[config.mk]
export PLATFORM = sky130hd
export DESIGN_NAME = battery_cc_cv_test_controller
export DESIGN_NICKNAME = d
export VERILOG_FILES = /design/src/hdl/bcc_pkg.sv /design/src/hdl/bcc_mul.sv /design/src/hdl/battery_cc_cv_test_controller.sv
export SDC_FILE = /design/constraint.sdc
export NUM_CORES = 2
export LEC_CHECK = 0
export BUFFER_PORTS_ARGS = -buffer_cell sky130_fd_sc_hd__buf_2
export CORE_MARGIN = 2
export CORE_UTILIZATION = 57
export DETAILED_ROUTE_END_ITERATION = 6
export HOLD_SLACK_MARGIN = 0.02
export PLACE_DENSITY = 0.8
export SLEW_MARGIN = 20
export SYNTH_ARGS = -nofsm -noshare
export SYNTH_HDL_FRONTEND = slang
export SYNTH_SLANG_ARGS = --single-unit
[constraint.sdc]
create_clock -name clock -period 15.1 [get_ports clock]
set_clock_uncertainty 0.05 [all_clocks]
set_input_delay 2.265 -clock clock [delete_from_list [all_inputs] [get_ports clock]]
set_output_delay 2.265 -clock clock [all_outputs]
set_load 0.1 [all_outputs]
[src/hdl/bcc_pkg.sv]
// Shared constants, codes and widths for the battery CC/CV test controller.
`default_nettype none

package bcc_pkg;

   // Default number of cells under test.
   localparam int CELLS_DEFAULT = 2;

   // Request type codes.
   localparam logic [1:0] REQ_SAMPLE  = 2'd0;
   localparam logic [1:0] REQ_TICK    = 2'd1;
   localparam logic [1:0] REQ_COMMAND = 2'd2;
   localparam logic [1:0] REQ_SET     = 2'd3;

   // Test control codes; the unused code acts as keep.
   localparam logic [1:0] CTL_KEEP  = 2'd0;
   localparam logic [1:0] CTL_STOP  = 2'd1;
   localparam logic [1:0] CTL_START = 2'd2;

   // Result kind codes.
   localparam logic [1:0] KIND_SAMPLE = 2'd0;
   localparam logic [1:0] KIND_DUTY   = 2'd1;
   localparam logic [1:0] KIND_REPORT = 2'd2;

   // Configuration register indexes and reset values.
   localparam int         CSR_IDX_W          = 1;
   localparam int         CSR_DATA_W         = 16;
   localparam logic [0:0] CSR_FEEDBACK_GAIN  = 1'b0;
   localparam logic [0:0] CSR_PWM_FULL_SCALE = 1'b1;
   localparam logic [7:0]  GAIN_RESET        = 8'd1;
   localparam logic [15:0] PWM_FS_RESET      = 16'd255;

   // Cutoff timer value at which a constant-voltage phase ends.
   localparam logic [7:0] TIMER_LIMIT = 8'd255;

   // Shared multiplier operand and product widths.
   localparam int MUL_A_W = 17;
   localparam int MUL_B_W = 9;
   localparam int PROD_W  = MUL_A_W + MUL_B_W;

endpackage

`default_nettype wire

[src/hdl/bcc_mul.sv]
// Shared signed multiplier with a registered product.
`default_nettype none

module bcc_mul (
   input  wire logic                                clock,
   input  wire logic signed [bcc_pkg::MUL_A_W-1:0]  op_a,
   input  wire logic signed [bcc_pkg::MUL_B_W-1:0]  op_b,
   output logic signed      [bcc_pkg::PROD_W-1:0]   prod_ff
);
   import bcc_pkg::*;

   logic signed [PROD_W-1:0] prod_in;

   assign prod_in = PROD_W'(op_a) * PROD_W'(op_b);

   always_ff @(posedge clock) begin
      prod_ff <= prod_in;
   end

endmodule

`default_nettype wire

[src/hdl/battery_cc_cv_test_controller.sv]
// Top level of the multi-cell CC/CV battery test controller.
//
//   channel   dir   handshake              payload
//   req_      in    req_valid / req_stall  type, cell, sample, control, limits
//   rsp_      out   rsp_valid / rsp_stall  kind, cell, duty, flag, energy, capacity, last
//   csr_      in    csr_wr_en              csr_index, csr_wdata
//
// All multiplication runs through one registered multiplier under a small sequencer.
// A stopped cell's sample goes straight to emit, a running cell's via multiply, limit,
// cutoff (skipped on a clamp) and emit; a tick runs multiply, accumulate, emit per cell.
// Reset is synchronous and clears all control and per-cell state at once.
// The result register lets the next beat in while a finished result waits; the
// sequencer only holds in its emit step while rsp_stall keeps that register full.
`default_nettype none

module battery_cc_cv_test_controller #(
   parameter int CELLS = bcc_pkg::CELLS_DEFAULT
) (
   input  wire logic                               clock,
   input  wire logic                               reset,
   // input channel
   input  wire logic                               req_valid,
   output logic                                    req_stall,
   input  wire logic [1:0]                         req_type,
   input  wire logic [2:0]                         req_cell_req,
   input  wire logic signed [15:0]                 req_sample,
   input  wire logic [1:0]                         req_control,
   input  wire logic signed [15:0]                 req_bound_voltage,
   input  wire logic [6:0]                         req_max_current,
   input  wire logic [7:0]                         req_cutoff_ratio,
   // result channel
   output logic                                    rsp_valid,
   input  wire logic                               rsp_stall,
   output logic [1:0]                              rsp_kind,
   output logic [2:0]                              rsp_cell_res,
   output logic [15:0]                             rsp_duty,
   output logic                                    rsp_in_progress,
   output logic signed [63:0]                      rsp_energy,
   output logic [31:0]                             rsp_capacity,
   output logic                                    rsp_last,
   // configuration port
   input  wire logic                               csr_wr_en,
   input  wire logic [bcc_pkg::CSR_IDX_W-1:0]      csr_index,
   input  wire logic [bcc_pkg::CSR_DATA_W-1:0]     csr_wdata
);
   import bcc_pkg::*;

   localparam int         CIW        = (CELLS > 1) ? $clog2(CELLS) : 1;
   localparam logic [3:0] CELL_LIMIT = 4'(CELLS);
   localparam logic [CIW-1:0] LAST_CELL = CIW'(CELLS - 1);

   typedef enum logic [2:0] {
      S_IDLE,
      S_SMP_MUL,
      S_SMP_LIM,
      S_SMP_CUT,
      S_TCK_MUL,
      S_TCK_ACC,
      S_EMIT
   } state_type;

   state_type state_ff;

   // configuration
   logic [7:0]  gain_ff;
   logic [15:0] pwm_fs_ff;

   // per-cell state
   logic [CIW-1:0]    sel_ff;
   logic [CIW-1:0]    tick_idx_ff;
   logic signed [15:0] target_ff   [CELLS];
   logic [6:0]        limit_ff    [CELLS];
   logic [7:0]        factor_ff   [CELLS];
   logic              running_ff  [CELLS];
   logic [7:0]        timer_ff    [CELLS];
   logic signed [7:0] drive_ff    [CELLS];
   logic signed [15:0] voltage_ff [CELLS];
   logic [63:0]       energy_ff   [CELLS];
   logic [31:0]       capacity_ff [CELLS];

   // item being worked on
   logic signed [15:0] sample_ff;
   logic signed [7:0]  drive_try_ff;

   // result waiting for the output register
   logic [1:0]  pend_kind_ff;
   logic [2:0]  pend_cell_ff;
   logic [15:0] pend_duty_ff;
   logic        pend_prog_ff;
   logic [63:0] pend_energy_ff;
   logic [31:0] pend_cap_ff;
   logic        pend_last_ff;

   // output register
   logic        rsp_valid_ff;
   logic [1:0]  rsp_kind_ff;
   logic [2:0]  rsp_cell_ff;
   logic [15:0] rsp_duty_ff;
   logic        rsp_prog_ff;
   logic [63:0] rsp_energy_ff;
   logic [31:0] rsp_cap_ff;
   logic        rsp_last_ff;

   // shared multiplier
   logic signed [MUL_A_W-1:0] mul_a;
   logic signed [MUL_B_W-1:0] mul_b;
   logic signed [PROD_W-1:0]  prod_ff;

   bcc_mul u_mul (
      .clock   (clock),
      .op_a    (mul_a),
      .op_b    (mul_b),
      .prod_ff (prod_ff)
   );

   // combinational helpers
   logic           req_accept;
   logic           out_free;
   logic           rsp_load;
   logic [CIW-1:0] sel_in;
   logic [CIW-1:0] cmd_idx;
   logic           cmd_in_range;
   logic           run_in;
   logic signed [15:0] cv;
   logic [16:0]    cv_mag;
   logic [7:0]     lim8;
   logic           clamp;
   logic [7:0]     drive_clamp;
   logic [15:0]    cut_mag;
   logic signed [7:0] tick_drive;
   logic [7:0]     tick_drive_abs;

   assign req_accept   = req_valid && !req_stall;
   assign req_stall    = reset || (state_ff != S_IDLE);
   assign out_free     = !rsp_valid_ff || !rsp_stall;
   assign rsp_load     = (state_ff == S_EMIT) && out_free;
   assign sel_in       = (sel_ff == LAST_CELL) ? '0 : sel_ff + CIW'(1);
   assign cmd_idx      = req_cell_req[CIW-1:0];
   assign cmd_in_range = ({1'b0, req_cell_req} < CELL_LIMIT);

   always_comb begin
      case (req_control)
         CTL_STOP:  run_in = 1'b0;
         CTL_START: run_in = 1'b1;
         default:   run_in = running_ff[cmd_idx];
      endcase
   end

   // The low 16 bits of the gain product are the wrapped constant-voltage drive.
   assign cv          = prod_ff[15:0];
   assign cv_mag      = cv[15] ? (17'd0 - {1'b1, cv}) : {1'b0, cv};
   assign lim8        = {1'b0, limit_ff[sel_ff]};
   assign clamp       = (cv_mag > {10'd0, limit_ff[sel_ff]});
   assign drive_clamp = cv[15] ? (8'd0 - lim8) : lim8;
   assign cut_mag     = prod_ff[PROD_W-1] ? 16'(-prod_ff) : prod_ff[15:0];

   assign tick_drive     = drive_ff[tick_idx_ff];
   assign tick_drive_abs = tick_drive[7] ? (8'd0 - tick_drive) : tick_drive;

   always_comb begin
      case (state_ff)
         S_SMP_MUL: begin
            mul_a = {target_ff[sel_ff][15], target_ff[sel_ff]} - {sample_ff[15], sample_ff};
            mul_b = {1'b0, gain_ff};
         end
         S_SMP_LIM: begin
            mul_a = {{9{cv[7]}}, cv[7:0]};
            mul_b = {1'b0, factor_ff[sel_ff]};
         end
         S_TCK_MUL: begin
            mul_a = {voltage_ff[tick_idx_ff][15], voltage_ff[tick_idx_ff]};
            mul_b = {tick_drive[7], tick_drive};
         end
         default: begin
            mul_a = '0;
            mul_b = '0;
         end
      endcase
   end

   always_ff @(posedge clock) begin
      if (reset) begin
         state_ff     <= S_IDLE;
         gain_ff      <= GAIN_RESET;
         pwm_fs_ff    <= PWM_FS_RESET;
         sel_ff       <= '0;
         tick_idx_ff  <= '0;
         rsp_valid_ff <= 1'b0;
         for (int i = 0; i < CELLS; i++) begin
            target_ff[i]   <= '0;
            limit_ff[i]    <= '0;
            factor_ff[i]   <= '0;
            running_ff[i]  <= 1'b0;
            timer_ff[i]    <= '0;
            drive_ff[i]    <= '0;
            voltage_ff[i]  <= '0;
            energy_ff[i]   <= '0;
            capacity_ff[i] <= '0;
         end
      end else begin
         if (csr_wr_en) begin
            case (csr_index)
               CSR_FEEDBACK_GAIN:  gain_ff   <= csr_wdata[7:0];
               CSR_PWM_FULL_SCALE: pwm_fs_ff <= csr_wdata[15:0];
               default: ;
            endcase
         end

         if (rsp_load) begin
            rsp_valid_ff <= 1'b1;
         end else if (!rsp_stall) begin
            rsp_valid_ff <= 1'b0;
         end

         case (state_ff)
            S_IDLE: begin
               if (req_accept) begin
                  pend_duty_ff <= '0;
                  pend_last_ff <= 1'b1;
                  case (req_type)
                     REQ_SAMPLE: begin
                        pend_kind_ff       <= KIND_SAMPLE;
                        pend_prog_ff       <= 1'b0;
                        pend_energy_ff     <= '0;
                        pend_cap_ff        <= '0;
                        sample_ff          <= req_sample;
                        voltage_ff[sel_ff] <= req_sample;
                        if (running_ff[sel_ff]) begin
                           state_ff <= S_SMP_MUL;
                        end else begin
                           drive_ff[sel_ff] <= '0;
                           sel_ff           <= sel_in;
                           pend_cell_ff     <= 3'(sel_in);
                           state_ff         <= S_EMIT;
                        end
                     end
                     REQ_TICK: begin
                        tick_idx_ff <= '0;
                        state_ff    <= S_TCK_MUL;
                     end
                     REQ_COMMAND: begin
                        pend_kind_ff   <= KIND_REPORT;
                        pend_cell_ff   <= req_cell_req;
                        pend_prog_ff   <= cmd_in_range && run_in;
                        pend_energy_ff <= cmd_in_range ? energy_ff[cmd_idx] : '0;
                        pend_cap_ff    <= cmd_in_range ? capacity_ff[cmd_idx] : '0;
                        if (cmd_in_range) begin
                           running_ff[cmd_idx]  <= run_in;
                           energy_ff[cmd_idx]   <= '0;
                           capacity_ff[cmd_idx] <= '0;
                        end
                        state_ff <= S_EMIT;
                     end
                     default: begin
                        if (cmd_in_range) begin
                           target_ff[cmd_idx] <= req_bound_voltage;
                           limit_ff[cmd_idx]  <= req_max_current;
                           factor_ff[cmd_idx] <= req_cutoff_ratio;
                        end
                     end
                  endcase
               end
            end
            S_SMP_MUL: begin
               state_ff <= S_SMP_LIM;
            end
            S_SMP_LIM: begin
               if (clamp) begin
                  // Constant-current mode: hold the drive at the limit.
                  drive_ff[sel_ff] <= drive_clamp;
                  timer_ff[sel_ff] <= '0;
                  sel_ff           <= sel_in;
                  pend_cell_ff     <= 3'(sel_in);
                  state_ff         <= S_EMIT;
               end else begin
                  drive_try_ff <= cv[7:0];
                  state_ff     <= S_SMP_CUT;
               end
            end
            S_SMP_CUT: begin
               if (cut_mag < {9'd0, limit_ff[sel_ff]}) begin
                  if (timer_ff[sel_ff] == TIMER_LIMIT) begin
                     running_ff[sel_ff] <= 1'b0;
                     timer_ff[sel_ff]   <= '0;
                     drive_ff[sel_ff]   <= '0;
                  end else begin
                     timer_ff[sel_ff] <= timer_ff[sel_ff] + 8'd1;
                     drive_ff[sel_ff] <= drive_try_ff;
                  end
               end else begin
                  drive_ff[sel_ff] <= drive_try_ff;
               end
               sel_ff       <= sel_in;
               pend_cell_ff <= 3'(sel_in);
               state_ff     <= S_EMIT;
            end
            S_TCK_MUL: begin
               state_ff <= S_TCK_ACC;
            end
            S_TCK_ACC: begin
               energy_ff[tick_idx_ff]   <= energy_ff[tick_idx_ff]
                                           + {{(64-PROD_W){prod_ff[PROD_W-1]}}, prod_ff};
               capacity_ff[tick_idx_ff] <= capacity_ff[tick_idx_ff]
                                           + {24'd0, tick_drive_abs};
               pend_kind_ff   <= KIND_DUTY;
               pend_cell_ff   <= 3'(tick_idx_ff);
               pend_duty_ff   <= {{8{tick_drive[7]}}, tick_drive} + {1'b0, pwm_fs_ff[15:1]};
               pend_prog_ff   <= running_ff[tick_idx_ff];
               pend_energy_ff <= '0;
               pend_cap_ff    <= '0;
               pend_last_ff   <= (tick_idx_ff == LAST_CELL);
               state_ff       <= S_EMIT;
            end
            S_EMIT: begin
               if (out_free) begin
                  rsp_kind_ff   <= pend_kind_ff;
                  rsp_cell_ff   <= pend_cell_ff;
                  rsp_duty_ff   <= pend_duty_ff;
                  rsp_prog_ff   <= pend_prog_ff;
                  rsp_energy_ff <= pend_energy_ff;
                  rsp_cap_ff    <= pend_cap_ff;
                  rsp_last_ff   <= pend_last_ff;
                  if (pend_last_ff) begin
                     state_ff <= S_IDLE;
                  end else begin
                     tick_idx_ff <= tick_idx_ff + CIW'(1);
                     state_ff    <= S_TCK_MUL;
                  end
               end
            end
            default: begin
               state_ff <= S_IDLE;
            end
         endcase
      end
   end

   assign rsp_valid       = rsp_valid_ff;
   assign rsp_kind        = rsp_kind_ff;
   assign rsp_cell_res    = rsp_cell_ff;
   assign rsp_duty        = rsp_duty_ff;
   assign rsp_in_progress = rsp_prog_ff;
   assign rsp_energy      = rsp_energy_ff;
   assign rsp_capacity    = rsp_cap_ff;
   assign rsp_last        = rsp_last_ff;

   // The sample pointer and the tick walk never leave the cell range.
   a_sel_range: assert property (@(posedge clock) disable iff (reset)
      sel_ff <= LAST_CELL)
      else $error("sample pointer beyond last cell");

   a_tick_range: assert property (@(posedge clock) disable iff (reset)
      tick_idx_ff <= LAST_CELL)
      else $error("tick index beyond last cell");

   a_tick_start: assert property (@(posedge clock) disable iff (reset)
      req_accept && req_type == REQ_TICK |=> state_ff == S_TCK_MUL && tick_idx_ff == '0)
      else $error("tick did not start at the first cell");

   a_emit_load: assert property (@(posedge clock) disable iff (reset)
      state_ff == S_EMIT && out_free |=> rsp_valid_ff)
      else $error("pending result not moved to the output register");

   a_emit_done: assert property (@(posedge clock) disable iff (reset)
      state_ff == S_EMIT && out_free && pend_last_ff |=> state_ff == S_IDLE)
      else $error("sequencer did not return to idle after the final result");

endmodule

`default_nettype wire

Word-level counts from Yosys, hierarchy flattened
Memories as Yosys holds them, arrays and structs flattened. A register that Yosys moved wholly into a read port is not among the register bits. Cells that the tools add are included.

Register bits after elaboration: 318. Latch bits: 0. Bits in writable memories: 320. ROM bits: 0. Output and inout bits: 121. Logic and storage cells: 275. Memories kept: 9.

Memories: energy_ff (depth 2, bits a word 64, read ports 2, clocked after memory_dff 1, wr ports 2, RTL line battery_cc_cv_test_controller.sv:78) `logic [63:0] energy_ff [CELLS];`; capacity_ff (depth 2, bits a word 32, read ports 2, clocked after memory_dff 1, wr ports 2, RTL line battery_cc_cv_test_controller.sv:79) `logic [31:0] capacity_ff [CELLS];`; target_ff (depth 2, bits a word 16, read ports 1, clocked after memory_dff 1, wr ports 2, RTL line battery_cc_cv_test_controller.sv:71) `logic signed [15:0] target_ff [CELLS];`; voltage_ff (depth 2, bits a word 16, read ports 1, clocked after memory_dff 1, wr ports 2, RTL line battery_cc_cv_test_controller.sv:77) `logic signed [15:0] voltage_ff [CELLS];`; drive_ff (depth 2, bits a word 8, read ports 1, clocked after memory_dff 1, wr ports 2, RTL line battery_cc_cv_test_controller.sv:76) `logic signed [7:0] drive_ff [CELLS];`; factor_ff (depth 2, bits a word 8, read ports 1, clocked after memory_dff 1, wr ports 2, RTL line battery_cc_cv_test_controller.sv:73) `logic [7:0] factor_ff [CELLS];`; +3 memories.

$add $sub $neg: 11. $mul: 1. Divide/modulo/power cells: 0. Magnitude comparators: 3. Eq/ne operators: 22. Shift-type cells: 0. Mux-type cells: 157. Bitwise gates (word level): 9. Reductions and logical operators: 40.

Operators by type and width (number): $mux W64 (4); $pmux W64 S2 (2); $mux W32 (4); $pmux W32 S2 (2); $reduce_or A64 Y1 (2); $mux W1 (104); $mux W8 (11); $add A64 B64 Y64 (1); $mux W16 (4); $reduce_or A32 Y1 (2); $pmux W17 S3 (1); $add A32 B8 Y32 (1); $pmux W16 S2 (1); $reduce_or A16 Y1 (2); $pmux W9 S3 (1); $mul A17 B9 Y26 (1); $mux W3 (8); $reduce_or A8 Y1 (3); $pmux W3 S6 (1); $gt A17 B7 Y1 (1); $mux W17 (1); $sub A1 B17 Y17 const A (1); $sub A16 B16 Y17 (1); $add A16 B15 Y16 (1); 45 further kinds (83).

Depth between registers and ports, before layout
Depth after elaboration: 14. Gate-level depth with buffers: 38. Gate-level depth less buffers: 34.

By module
Synthesis repeated with hierarchy kept, for this count alone.

Cell total of the unflattened synthesis: 3291. Area, all modules: 37295.8 um2.

By module, submodules not included: battery_cc_cv_test_controller (instances 1, cells an instance 2692, area each 31532.7 um2); bcc_mul (instances 1, cells an instance 599, area each 5763.0 um2).

Worst setup path before layout
OpenSTA, ideal clock, no wires.

Path type: input to register. Start point: input reset. End point: register rsp_cap_ff[0] (netlist: rsp_capacity[0]) (enable). Setup time: 0.767 ns. Arrival: 11.325 ns. Setup slack: 2.958 ns. Stages: 3. Cells stage by stage: buf_1 > clkbuf_1 > nor3b_1.

Cells in the longest elaborated chain, start to end: 2.

RTL lines: from (decl) (RTL line battery_cc_cv_test_controller.sv:20) `input wire logic reset,`; $not A1 Y1 (no line); $reduce_and A3 Y1 (no line); to (signal assigned) (RTL line battery_cc_cv_test_controller.sv:321) `rsp_cap_ff <= pend_cap_ff;`; to (decl) (RTL line battery_cc_cv_test_controller.sv:101) `logic [31:0] rsp_cap_ff;`.

No other way between the ends. A chain may end at the register's enable or synchronous reset.

==> run summary <==
The floorplan step set the die width to 259 microns. The longest clock path from root to sink contains 3 buffers. Following the worst setup path forward leads to its endpoint at u_mul.prod_ff[19]$_DFF_P_. In this run the core area contains 93 standard-cell rows.

Setup repair after global routing left no endpoint under its margin. Setup violations remaining at the end of the flow were counted as 0. The number of enable-type register cells in the synthesized netlist works out to 582. The first global-routing pass estimated 132,000 microns of wire.

The number of buffers inserted by port buffering was 196. The tools report the largest net degree at the start of global routing as 98. The setup path with the least slack is of type flip-flop to flip-flop. STA classifies the critical path startpoint as a flip-flop.

The max-capacitance violation count came out at 0. In this run the register-to-register setup slack is 5.96 ns. The tools report the final number of hold-violating endpoints as 0. The worst-case headroom to the max-slew limit is 27.0%, and the flip-flop and latch area is 18,600 sq um. The run gives 25.1k as the number of global-route vias before repair. The worst register-to-register path ends at u_mul.prod_ff[19]$_DFF_P_. The maximum fanout count along the critical path is 50. The leakage power summed over all cells is 16.9 nW, and the share of cells above drive strength 1 is 14.0%. The logs give 0 ns for the total negative slack for setup checks and 0 for the number of hold buffers added after CTS. The length in cells of the worst reg-to-reg path was 33. The total clock buffers created by CTS was 69; the initial core utilization was 57.7%.

The run gives 39,000 sq um as the area after detailed placement. Dividing the final minimum period by the clock period gives 60.5%. The number of distinct library cells after synthesis was 86; the count of vias placed by the detailed router was 25.2k. The cell repeated most along the worst path was sky130_fd_sc_hd__fa_1. The layer flagged by global routing as most heavily used is met2.

For the maximum operating frequency, the log shows 109 MHz. Power spread over the standard cell area amounts to 111 nW/um^2. The tightest hold path in the finished design has a slack of 0.364 ns. From bottom edge to top edge, the die measures 259 microns. Kind of path behind the tightest hold check: flip-flop to flip-flop. The count of cells in the finished layout, fillers not included, comes to 4,360. The total non-filler cell area in the finished layout is 41,300 sq um.

The minimum clock period after layout was 9.14 ns. TritonCTS built the clock tree. The slowest stage of the critical path is the sky130_fd_sc_hd__o221ai_1 cell. After clock tree synthesis, the clock-pin slew on the worst setup and hold paths is 0.06 ns.

The transition time of the tightest slew-check pin came out at 1.09 ns. At the end of the flow, the number of nets in the layout was 3,837. Clock latency on the worst-skew pair, taken at its later pin, is 0.61 ns. The tree is rooted in a sky130_fd_sc_hd__clkbuf_16. Sorting the synthesized cells by how often they occur yields 582 x sky130_fd_sc_hd__edfxtp_1, 463 x sky130_fd_sc_hd__nor2_1, 246 x sky130_fd_sc_hd__nand2_1. The tools report the filler cell count as 4,943.

For the aggregate routed wire length, the log shows 82,000 microns. Count of routing violations after the opening detailed-route iteration: 1,906. The post-synthesis instance area was 37,200 sq um. The die covers 67,300 sq um.

After synthesis, flip-flops and latches occupy 50.1% of the total area. The flow ran to the end, and the final reports show no timing, DRC or antenna violations. sky130_fd_sc_hd__edfxtp_1 takes more of the synthesized area than any other cell. Of the post-synthesis cell area, the dominant cell type holds 47.0%. After synthesis the netlist holds a flip-flop and latch count of 639. For the global-route track usage on met1, the log shows 32.2%. The most frequently used cell type in the post-synthesis netlist is sky130_fd_sc_hd__edfxtp_1. The layout overhead on the synthesized area was 11.1%. In the post-synthesis netlist, the biggest area contributors are sky130_fd_sc_hd__edfxtp_1 47%, sky130_fd_sc_hd__fa_1 7.0%, sky130_fd_sc_hd__ha_1 6.1%, sky130_fd_sc_hd__nor2_1 4.7%, sky130_fd_sc_hd__mux2i_1 3.9%.

The tools report the number of resized instances in the post-cts repair step as 0. During synthesis, Yosys emitted a total of 0 warnings. 197 I/O pins were placed. Cells fill 64.1% of the core in the end. After detailed routing, the number of remaining DRC violations is 0.

Post-CTS timing repair inserted 0 buffers for setup. The post-DP HPWL was 57,500 microns; the via density per instance was 5.78. Routability-driven placement finished with a final weighted congestion of 0.919.

Most common flop cell mapped by yosys: sky130_fd_sc_hd__edfxtp_1. The clock sink count came out at 639. Summing all multi-input logic gate instances after layout gives 17,400 sq um.

Once detail routing completed, the nets flagged for antenna violations numbered 0. The total area inside the core boundary comes to 64,500 sq um. The post-synthesis area per instance was 11.3 sq um. Dividing the detail-routed wire length by the instance count gives 18.8 microns. For met3 alone, demand over resource in global routing was 3.25%.

The logs give 24.6% for the global-route usage over all layers and 0 for the count of pins over their slew limit. After synthesis, the share of flip-flops with an asynchronous set or reset is 0%. For the initial antenna violation count, the log shows 1.

Synthesis produced a netlist with a net count of 3,677. For this run the aggregate overflow at the end of global routing stands at 0. The fraction of met2 tracks used by global routing came out at 42.8%. The worst setup path is captured at a flip-flop.

On the worst path, the slowest cell contributes a delay of 0.67 ns. For the count of inserted antenna diode cells, the log shows 0. The tools report the number of placed instances, taps included as 4,235. The run gives 9.62 ns as the data arrival time at the worst-slack endpoint.

The H-tree was split into 3 levels. In the synthesized netlist, the number of instances is 3,291. The first TritonRoute pass finished after 7 iterations. The worst-case IR drop observed on VDD is 89.2 uV.

The run gives 15.58 ns as the worst path required time.
where the power goes:
| part | leakage [nW] | total, mW | switching [mW] | internal, mW |
|---|---|---|---|---|
| clock network | 1.12 | 1.71 | 0.689 | 1.03 |
| logic | 9.59 | 0.791 | 0.510 | 0.281 |
| registers | 6.18 | 2.08 | 0.0532 | 2.02 |
| total | 16.9 | 4.58 | 1.25 | 3.33 |
cell families after synthesis:
group | count (synthesis) | synth area share (%)
muxes | 252 | 7.14
and+or+nand+nor | 1119 | 14.1
buffers and inverters | 327 | 3.32
xor gates and xnor gates | 153 | 3.60
AOI/OAI and AO/OA | 491 | 8.74
DFF | 639 | 50.1
adders and majority gates | 310 | 13.1
per-stage QoR:
stage | setup slack, ns | power [mW]
floorplan | 2.96 | 2.68
global placement | 6.16 | 2.87
detailed placement | 5.99 | 2.89
CTS | 5.97 | 4.59
global route | 5.40 | 4.76
finish | 5.96 | 4.58
area by class of cell:
class                      instances  area share, %
sequential                       639           45.1
multi-input combinational       2325           42.1
timing repair buffer             231           3.02
clock inverter                    39           1.08
tap                              855           2.59
inverter                         185           1.68
clock buffer                      86           4.46
worst min path at each step:
stage,cells past startpoint,endpoint,from
finish,0,rsp_energy[8]$_DFFE_PP_,pend_energy_ff[8]$_SDFFCE_PP0P_
detailed placement,0,rsp_capacity[13]$_DFFE_PP_,pend_cap_ff[13]$_SDFFCE_PP0P_
global route,0,rsp_cell_res[0]$_DFFE_PP_,pend_cell_ff[0]$_DFFE_PP_
global placement,0,rsp_energy[45]$_DFFE_PP_,pend_energy_ff[45]$_SDFFCE_PP0P_
CTS,0,rsp_energy[9]$_DFFE_PP_,pend_energy_ff[9]$_SDFFCE_PP0P_
floorplan,0,rsp_capacity[0]$_DFFE_PP_,pend_cap_ff[0]$_SDFFCE_PP0P_
critical path, delay by kind of cell (launching register included):
kind	cells	cell delay (ns)
xor gates and xnor gates	1	0.12
muxes	1	0.36
adders and majority gates	7	3.14
buffers and inverters	5	0.73
AOI/OAI and AO/OA	14	2.96
and+or+nand+nor	5	1.36
DFF	1	0.31
layout by cell type (no fill, tap or decap), types with 14 or more instances in the layout:
master,count
sky130_fd_sc_hd__nand4_1,21
sky130_fd_sc_hd__nor3_1,44
sky130_fd_sc_hd__xnor2_1,93
sky130_fd_sc_hd__nand2_1,244
sky130_fd_sc_hd__and2_1,116
sky130_fd_sc_hd__nor2_1,462
sky130_fd_sc_hd__and3_1,36
sky130_fd_sc_hd__nand2b_1,27
sky130_fd_sc_hd__clkbuf_1,14
sky130_fd_sc_hd__o21a_1,25
sky130_fd_sc_hd__o21bai_1,19
sky130_fd_sc_hd__mux2i_1,146
sky130_fd_sc_hd__nand3_1,31
sky130_fd_sc_hd__edfxtp_1,582
sky130_fd_sc_hd__buf_2,195
sky130_fd_sc_hd__inv_1,183
sky130_fd_sc_hd__fa_1,130
sky130_fd_sc_hd__xor2_1,60
sky130_fd_sc_hd__ha_1,180
sky130_fd_sc_hd__nor2b_1,36
sky130_fd_sc_hd__o21ai_0,89
sky130_fd_sc_hd__a31oi_1,17
sky130_fd_sc_hd__clkbuf_16,71
sky130_fd_sc_hd__a21o_1,69
sky130_fd_sc_hd__buf_4,35
sky130_fd_sc_hd__dfxtp_1,54
sky130_fd_sc_hd__a22oi_1,18
sky130_fd_sc_hd__a21oi_1,132
sky130_fd_sc_hd__mux2_2,106
sky130_fd_sc_hd__or3_1,21
state kept, by name, summed over array words and instances, names as in the netlist, 32 cells and up, named ones only:
register / cells
capacity_ff: 64
rsp_capacity: 32
target_ff: 32
rsp_energy: 64
pend_cap_ff: 32
energy_ff: 128
pend_energy_ff: 64
voltage_ff: 32
layer usage:
| metal | vias to the layer above | wire (microns) |
|---|---|---|
| met5 | - | 0 |
| met4 | 0 | 1960 |
| met3 | 124 | 4750 |
| met2 | 776 | 40800 |
| met1 | 12299 | 34400 |
| li1 | 11998 | - |
No activity file was read; power rests on OpenSTA's default activity.
